File: src/rtl/lcs_pkg.sv
`default_nettype none

package lcs_pkg;

    // Capacity of the X symbol store and of the table row.
    localparam int MAX_LEN     = 1024;
    localparam int SYMBOL_BITS = 8;

    // Derived widths.
    localparam int ADDR_BITS = $clog2(MAX_LEN);
    localparam int CNT_BITS  = $clog2(MAX_LEN + 1);
    localparam int LEN_BITS  = 11;

    // Input item kinds.
    localparam logic KIND_X = 1'b0;
    localparam logic KIND_Y = 1'b1;

    // Commands from the controller to the datapath.
    typedef struct packed {
        logic                 store_x;
        logic                 start_y;
        logic                 step;
        logic                 emit;
        logic [ADDR_BITS-1:0] waddr;
        logic [ADDR_BITS-1:0] raddr;
    } t_cmd;

    // Status from the datapath to the controller.
    typedef struct packed {
        logic [CNT_BITS-1:0] x_count;
    } t_stat;

endpackage

`default_nettype wire

File: src/rtl/lcs_ctrl.sv
`default_nettype none

module lcs_ctrl (
    input  wire logic          i_clk,
    input  wire logic          i_rst_n,
    input  wire logic          i_start,
    input  wire logic          i_kind,
    input  wire logic          i_last,
    input  wire lcs_pkg::t_stat i_stat,
    output lcs_pkg::t_cmd      o_cmd,
    output logic               o_busy
);

    typedef enum logic [1:0] {
        ST_IDLE = 2'b01,
        ST_RUN  = 2'b10
    } t_state;

    t_state                        r_state, n_state;
    logic [lcs_pkg::ADDR_BITS-1:0] r_idx, n_idx;
    logic                          r_last, n_last;

    logic                          accept;
    logic                          row_end;
    logic [lcs_pkg::CNT_BITS-1:0]  last_col;

    assign o_busy   = (r_state == ST_RUN);
    assign accept   = i_start && !o_busy;
    assign last_col = lcs_pkg::CNT_BITS'(i_stat.x_count - 1'b1);
    assign row_end  = (r_idx == last_col[lcs_pkg::ADDR_BITS-1:0]);

    // Sequencer: one table column per cycle while a Y symbol is in work.
    always_comb begin
        n_state       = r_state;
        n_idx         = r_idx;
        n_last        = r_last;
        o_cmd         = '0;
        o_cmd.waddr   = r_idx;
        o_cmd.raddr   = '0;
        unique case (r_state)
            ST_IDLE: begin
                if (accept) begin
                    if (i_kind == lcs_pkg::KIND_X) begin
                        o_cmd.store_x = 1'b1;
                    end else begin
                        o_cmd.start_y = 1'b1;
                        if (i_stat.x_count == '0) begin
                            // No stored X: the row is empty and the result is zero.
                            o_cmd.emit = i_last;
                        end else begin
                            n_state = ST_RUN;
                            n_idx   = '0;
                            n_last  = i_last;
                        end
                    end
                end
            end
            ST_RUN: begin
                o_cmd.step  = 1'b1;
                o_cmd.raddr = lcs_pkg::ADDR_BITS'(r_idx + 1'b1);
                n_idx       = lcs_pkg::ADDR_BITS'(r_idx + 1'b1);
                if (row_end) begin
                    o_cmd.emit = r_last;
                    n_state    = ST_IDLE;
                end
            end
            default: begin
                n_state = ST_IDLE;
            end
        endcase
    end

    // State registers.
    always_ff @(posedge i_clk) begin
        if (!i_rst_n) begin
            r_state <= ST_IDLE;
            r_idx   <= '0;
            r_last  <= 1'b0;
        end else begin
            r_state <= n_state;
            r_idx   <= n_idx;
            r_last  <= n_last;
        end
    end

`ifndef SYNTH
    // A row pass only runs over a non-empty X.
    a_run_has_x: assert property (@(posedge i_clk) disable iff (!i_rst_n)
        (r_state == ST_RUN) |-> (i_stat.x_count != '0))
        else $error("row pass with empty X store");

    // Every column stepped lies inside the stored X.
    a_step_in_range: assert property (@(posedge i_clk) disable iff (!i_rst_n)
        o_cmd.step |-> ({1'b0, r_idx} < i_stat.x_count))
        else $error("column index beyond stored X");

    // A result ends the work on the item.
    a_emit_ends: assert property (@(posedge i_clk) disable iff (!i_rst_n)
        o_cmd.emit |=> (r_state == ST_IDLE))
        else $error("still busy after result");

    // X storage and Y start never coincide.
    a_one_kind: assert property (@(posedge i_clk) disable iff (!i_rst_n)
        !(o_cmd.store_x && (o_cmd.start_y || o_cmd.step)))
        else $error("conflicting commands");
`endif

endmodule

`default_nettype wire

File: config.mk
export PLATFORM = sky130hd
export DESIGN_NAME = lcs_ctrl
export DESIGN_NICKNAME = d
export VERILOG_FILES = /design/src/rtl/lcs_pkg.sv /design/src/rtl/lcs_ctrl.sv
export SDC_FILE = /design/constraint.sdc
export NUM_CORES = 1
export LEC_CHECK = 0
export BUFFER_PORTS_ARGS = -buffer_cell sky130_fd_sc_hd__buf_4
export CAP_MARGIN = 20
export CORE_MARGIN = 1.5
export CORE_UTILIZATION = 45
export DETAILED_ROUTE_END_ITERATION = 6
export GPL_ROUTABILITY_DRIVEN = 0
export PLACE_DENSITY = 0.76
export SLEW_MARGIN = 20
export SYNTH_ARGS = -nofsm -noshare
export SYNTH_HDL_FRONTEND = slang
export SYNTH_SLANG_ARGS = --single-unit
File: constraint.sdc
create_clock -name i_clk -period 3 [get_ports i_clk]
set_input_delay 0.15 -clock i_clk [delete_from_list [all_inputs] [get_ports i_clk]]
set_output_delay 0.15 -clock i_clk [all_outputs]
set_load 0.02 [all_outputs]
Word level (Yosys, flattened, before mapping)
Index checks and enable logic that the tools add are counted.
{"block": "totals", "ff_bits": 13, "elab_cells": 40, "inputBits": 16, "output_inout_bits": 25}
{"block": "classes", "n_mux": 20, "n_eq_ne": 7, "addsub": 2, "bitwise_logic": 1, "reduce_logical": 7}
{"op": "$mux 10", "n": 4}
{"op": "$pmux 10 s2", "n": 1}
{"op": "$mux 2", "n": 6}
{"op": "$reduce_and 4->1", "n": 3}
{"op": "$logic_not 11->1", "n": 1}
{"op": "$add 10x1->10 const B", "n": 1}
{"op": "$eq 10x10->1", "n": 1}
{"op": "$sub 10x1->10 const B", "n": 1}
{"op": "$mux 1", "n": 7}
{"op": "$ne 2x2->1 const B", "n": 3}
{"op": "$pmux 2 s2", "n": 1}
{"op": "$eq 2x1->1 const B", "n": 1}
{"op": "$eq 2x2->1 const B", "n": 1}
{"op": "$ne 2x1->1 const B", "n": 1}
{"op": "$pmux 1 s2", "n": 1}
{"op": "$reduce_bool 2->1", "n": 1}
{"op": "$logic_and 1x1->1", "n": 1}
{"op": "$logic_not 1->1", "n": 1}
{"op": "$not 1->1", "n": 1}

Depth between registers and ports, before layout
{"block": "logic_depth", "depth_word": 5, "mapped_depth": 10, "mapped_depth_nobuf": 8}

Worst setup path after synthesis
OpenSTA, ideal clock, no wires.
{"block": "synth_path", "path_type": "input port to output port", "from": "input i_stat[0] (netlist name)", "to": "output o_cmd[20] (netlist name)", "stages": 10, "required_time_ps": 2850, "setup_slack_ps": 398, "path_buffers": 2, "arrival_ps": 2452, "path_cell_list": "clkbuf_1 inv_1 ha_1 buf_2 nand2b_1 a21boi_0 nor2_1 or3_1 or4b_1 a21oi_1"}
{"item": "from (decl)", "line": "lcs_ctrl.sv:9", "rtl": "input wire lcs_pkg::t_stat i_stat,"}
{"item": "to (decl)", "line": "lcs_ctrl.sv:10", "rtl": "output lcs_pkg::t_cmd o_cmd,"}

==> key figures <==
Floorplan
  • Chip Height: ~56 um
  • Full die area: 3120 um^2
  • Initial core utilization: around half
  • Die X: 55.8 um
  • Core ar.: approximately 2600 um^2
  • # rows: 18
  • I/O Pins: 41

Global route
  • Vias in the first global route: roughly 1200
  • First-pass GRT wire length: ~5700 um
  • Largest net degree at the start of global routing: 19
  • Antenna violations before repair: 0
  • GRT Total Usage: 22.3%
  • GRT overflow: 0

Detailed routing
  • Routed wl met2: 1590 um
  • Total number of vias: around 1300
  • DRT met1 WL: approximately 1500 um
  • Wire per inst: about 15 um
  • Initial DRC count: 61
  • DRC viols: 0
  • Routed Antenna Nets: 0
  • Wirelength, routed: between 3000 and 4000 um
  • Met3 wire len: about 200 um
  • Drt first pass iters: 7
  • Top layer in use: met4
  • DR vias/cell: roughly 6

Synth
  • Post-synth cell types: 44
  • Synth Warn #: 0
  • Synth area leader: dfxtp_1
  • Top FF cell, synth: dfxtp_1
  • Synth Register Bits: 13
  • Synth area leaders: dfxtp_1 21%, xnor2_1 5.6%, and2_1 5.5%, nor2b_1 5.0%, xor2_1 4.9%
  • Async SR Flop Fraction: 0%
  • Mean Syn Cell Area: 7.61 um^2
  • Mapped Nets: 185
  • EDFF count, synth: 0
  • Post-Syn Area: between 1000 and 1500 um^2
  • Register area share after synthesis: 20.7%
  • Share of the synthesized area in the top cell type: 20.7%
  • Cells after Synth: 165
  • Count leader, synth: dfxtp_1
  • Synth top cells by count: 13 x dfxtp_1, 11 x and2_1, 10 x inv_1, 10 x nor2b_1

STA
  • Slack of the critical path: roughly 0.42 ns
  • Period minus WS final: about 2.6 ns
  • Measured slew at the worst slew-check pin: about 0.44 ns
  • Final Hold Viols: 0
  • Slew headroom: a little under three quarters
  • Pins over their slew limit: 0
  • Fin crit share: a little under nine tenths
  • Unrepaired setup endpoints after global routing: false
  • Setup TNS: 0 ns
  • Fmax achieved: roughly 390 MHz
  • WHS: 0.151 ns
  • Clock Skew: between 0.005 and 0.006 ns
  • # setup viols final: 0

Placement
  • Number of cells after detailed placement: about 230
  • Port Buf Inserts: 40
  • Pre-CTS WS: around 0.53 ns
  • DP Wirelength: approximately 2600 um

Power
  • Peak supply drop: approximately 0.26 mV
  • LEAKAGE: between 0.0007 and 0.0008 uW
  • Power per cell area: 340 nW/um^2

Clocking
  • Post-CTS setup buffers: 0
  • Worst-Skew Late Latency: approximately 0.28 ns
  • Clock Tree Root: clkbuf_4
  • Maximum buffer depth of the clock tree: 2
  • Post-CTS resize count: 0
  • H-tree Lvls: 1
  • Hold_buf cts: 0
  • Cts bufs inserted: 3
  • Clk sinks: 13
  • Clock-pin slew on the worst setup and hold paths: about 0.080 ns
  • CTS tree: done

Final layout
  • Post-route insts no fill: about 230
  • Util after Layout: 61.7%
  • # diodes: 0
  • Nets@finish: ~220
  • Share of layout cells above drive strength 1: between 20% and 30%
  • Synth-to-Final Area Change: 26.2%
  • Fill count: roughly 250

Setup path
  • Startpoint class of the critical path: register
  • Critical path arrival: approximately 2.4 ns
  • Crit Path Class: register to output pin
  • Worst Setup End Kind: output pin
  • WP data required: approximately 2.9 ns
  • CP max FO: 5

Flow run
  • Max-Cap Viols: 0

Min path
  • Min-Delay Path Class: primary input to register

Run status
  • Outcome: complete, no violations
==> layout make-up <==
type | count | area (um^2) | area share [%]
multi-input combinational | 132 | 908 | 57.3
clock buffer | 4 | 26.3 | 1.66
timing repair buffer | 42 | 315 | 19.9
inverter | 10 | 37.5 | 2.37
tap | 30 | 37.5 | 2.37
sequential | 13 | 260 | 16.4
==> state kept, by name, indices dropped and copies added, names as in the netlist <==
signal	count
r_idx	10
r_last	1
r_state	2
==> routing by layer <==
| metal | GRT usage [%] | vias up |
|---|---|---|
| met4 | 5.44 | 0 |
| met3 | 3.26 | 5 |
| li1 | - | 663 |
| met5 | 0 | - |
| met2 | 37.1 | 45 |
| met1 | 30.3 | 634 |
==> metrics by stage <==
step                area (um^2)  power [uW]
global placement           1560         421
finish                     1590         539
floorplan                  1260         353
global route               1590         570
detailed placement         1560         428
CTS                        1590         538
==> report_power, final <==
| part | switching [uW] | internal [uW] | leakage, uW |
|---|---|---|---|
| clock network | 59.9 | 51.6 | 0.0000150 |
| registers | 10.6 | 186 | 0.000105 |
| logic | 136 | 95.8 | 0.000595 |
| total | 206 | 333 | 0.000715 |
==> cell usage in the layout, fill, tap and decap left out, types with 2 or more instances in the layout <==
master and instances:
nand2_1 9, nor2_1 9, nor2b_1 10, a31oi_1 3
a21oi_1 3, nor3_1 8, xnor2_1 8, inv_1 10
buf_4 42, clkbuf_4 3, ha_1 4, o21ai_0 8
xor2_1 7, or3_1 5, nand4_1 6, nor4_1 2
mux2i_1 6, and2_1 11, dfxtp_1 13, a21boi_0 5
and3_1 2, nand3_1 5, mux2_2 2
==> cells by family after synthesis <==
logic type,count (synthesis),share of synthesized area (%)
AND/OR/NAND/NOR,73,33.4
AO/OA/AOI/OAI,32,17.9
buffers and inverters,20,6.97
XOR/XNOR,15,10.5
flip-flops,13,20.7
multiplexers,8,6.57
adder cells (fa/ha/maj),4,3.98
==> worst paths after layout <==
path / startpoint / to / slack (ns) / depth (start not counted)
worst min-delay path: i_last / r_last$_SDFFE_PN0P_ / 0.15 / 3
worst min register to register: r_last$_SDFFE_PN0P_ / r_last$_SDFFE_PN0P_ / 0.48 / 2
worst max register to register: r_state[0]$_SDFFE_PN1P_ / r_idx[8]$_SDFFE_PN0P_ / 1.10 / 7
worst max-delay path: r_idx[6]$_SDFFE_PN0P_ / o_cmd[20] / 0.42 / 7
==> worst max-delay path, stage by stage, from the launching register on <==
cell and delay (ns):
dfxtp_1 0.45, xor2_1 0.32, a311o_1 0.17, a21oi_1 0.05, or3_1 0.34, or4b_1 0.51, a21oi_1 0.16, buf_4 0.16
(Power assumes the default switching activity.)
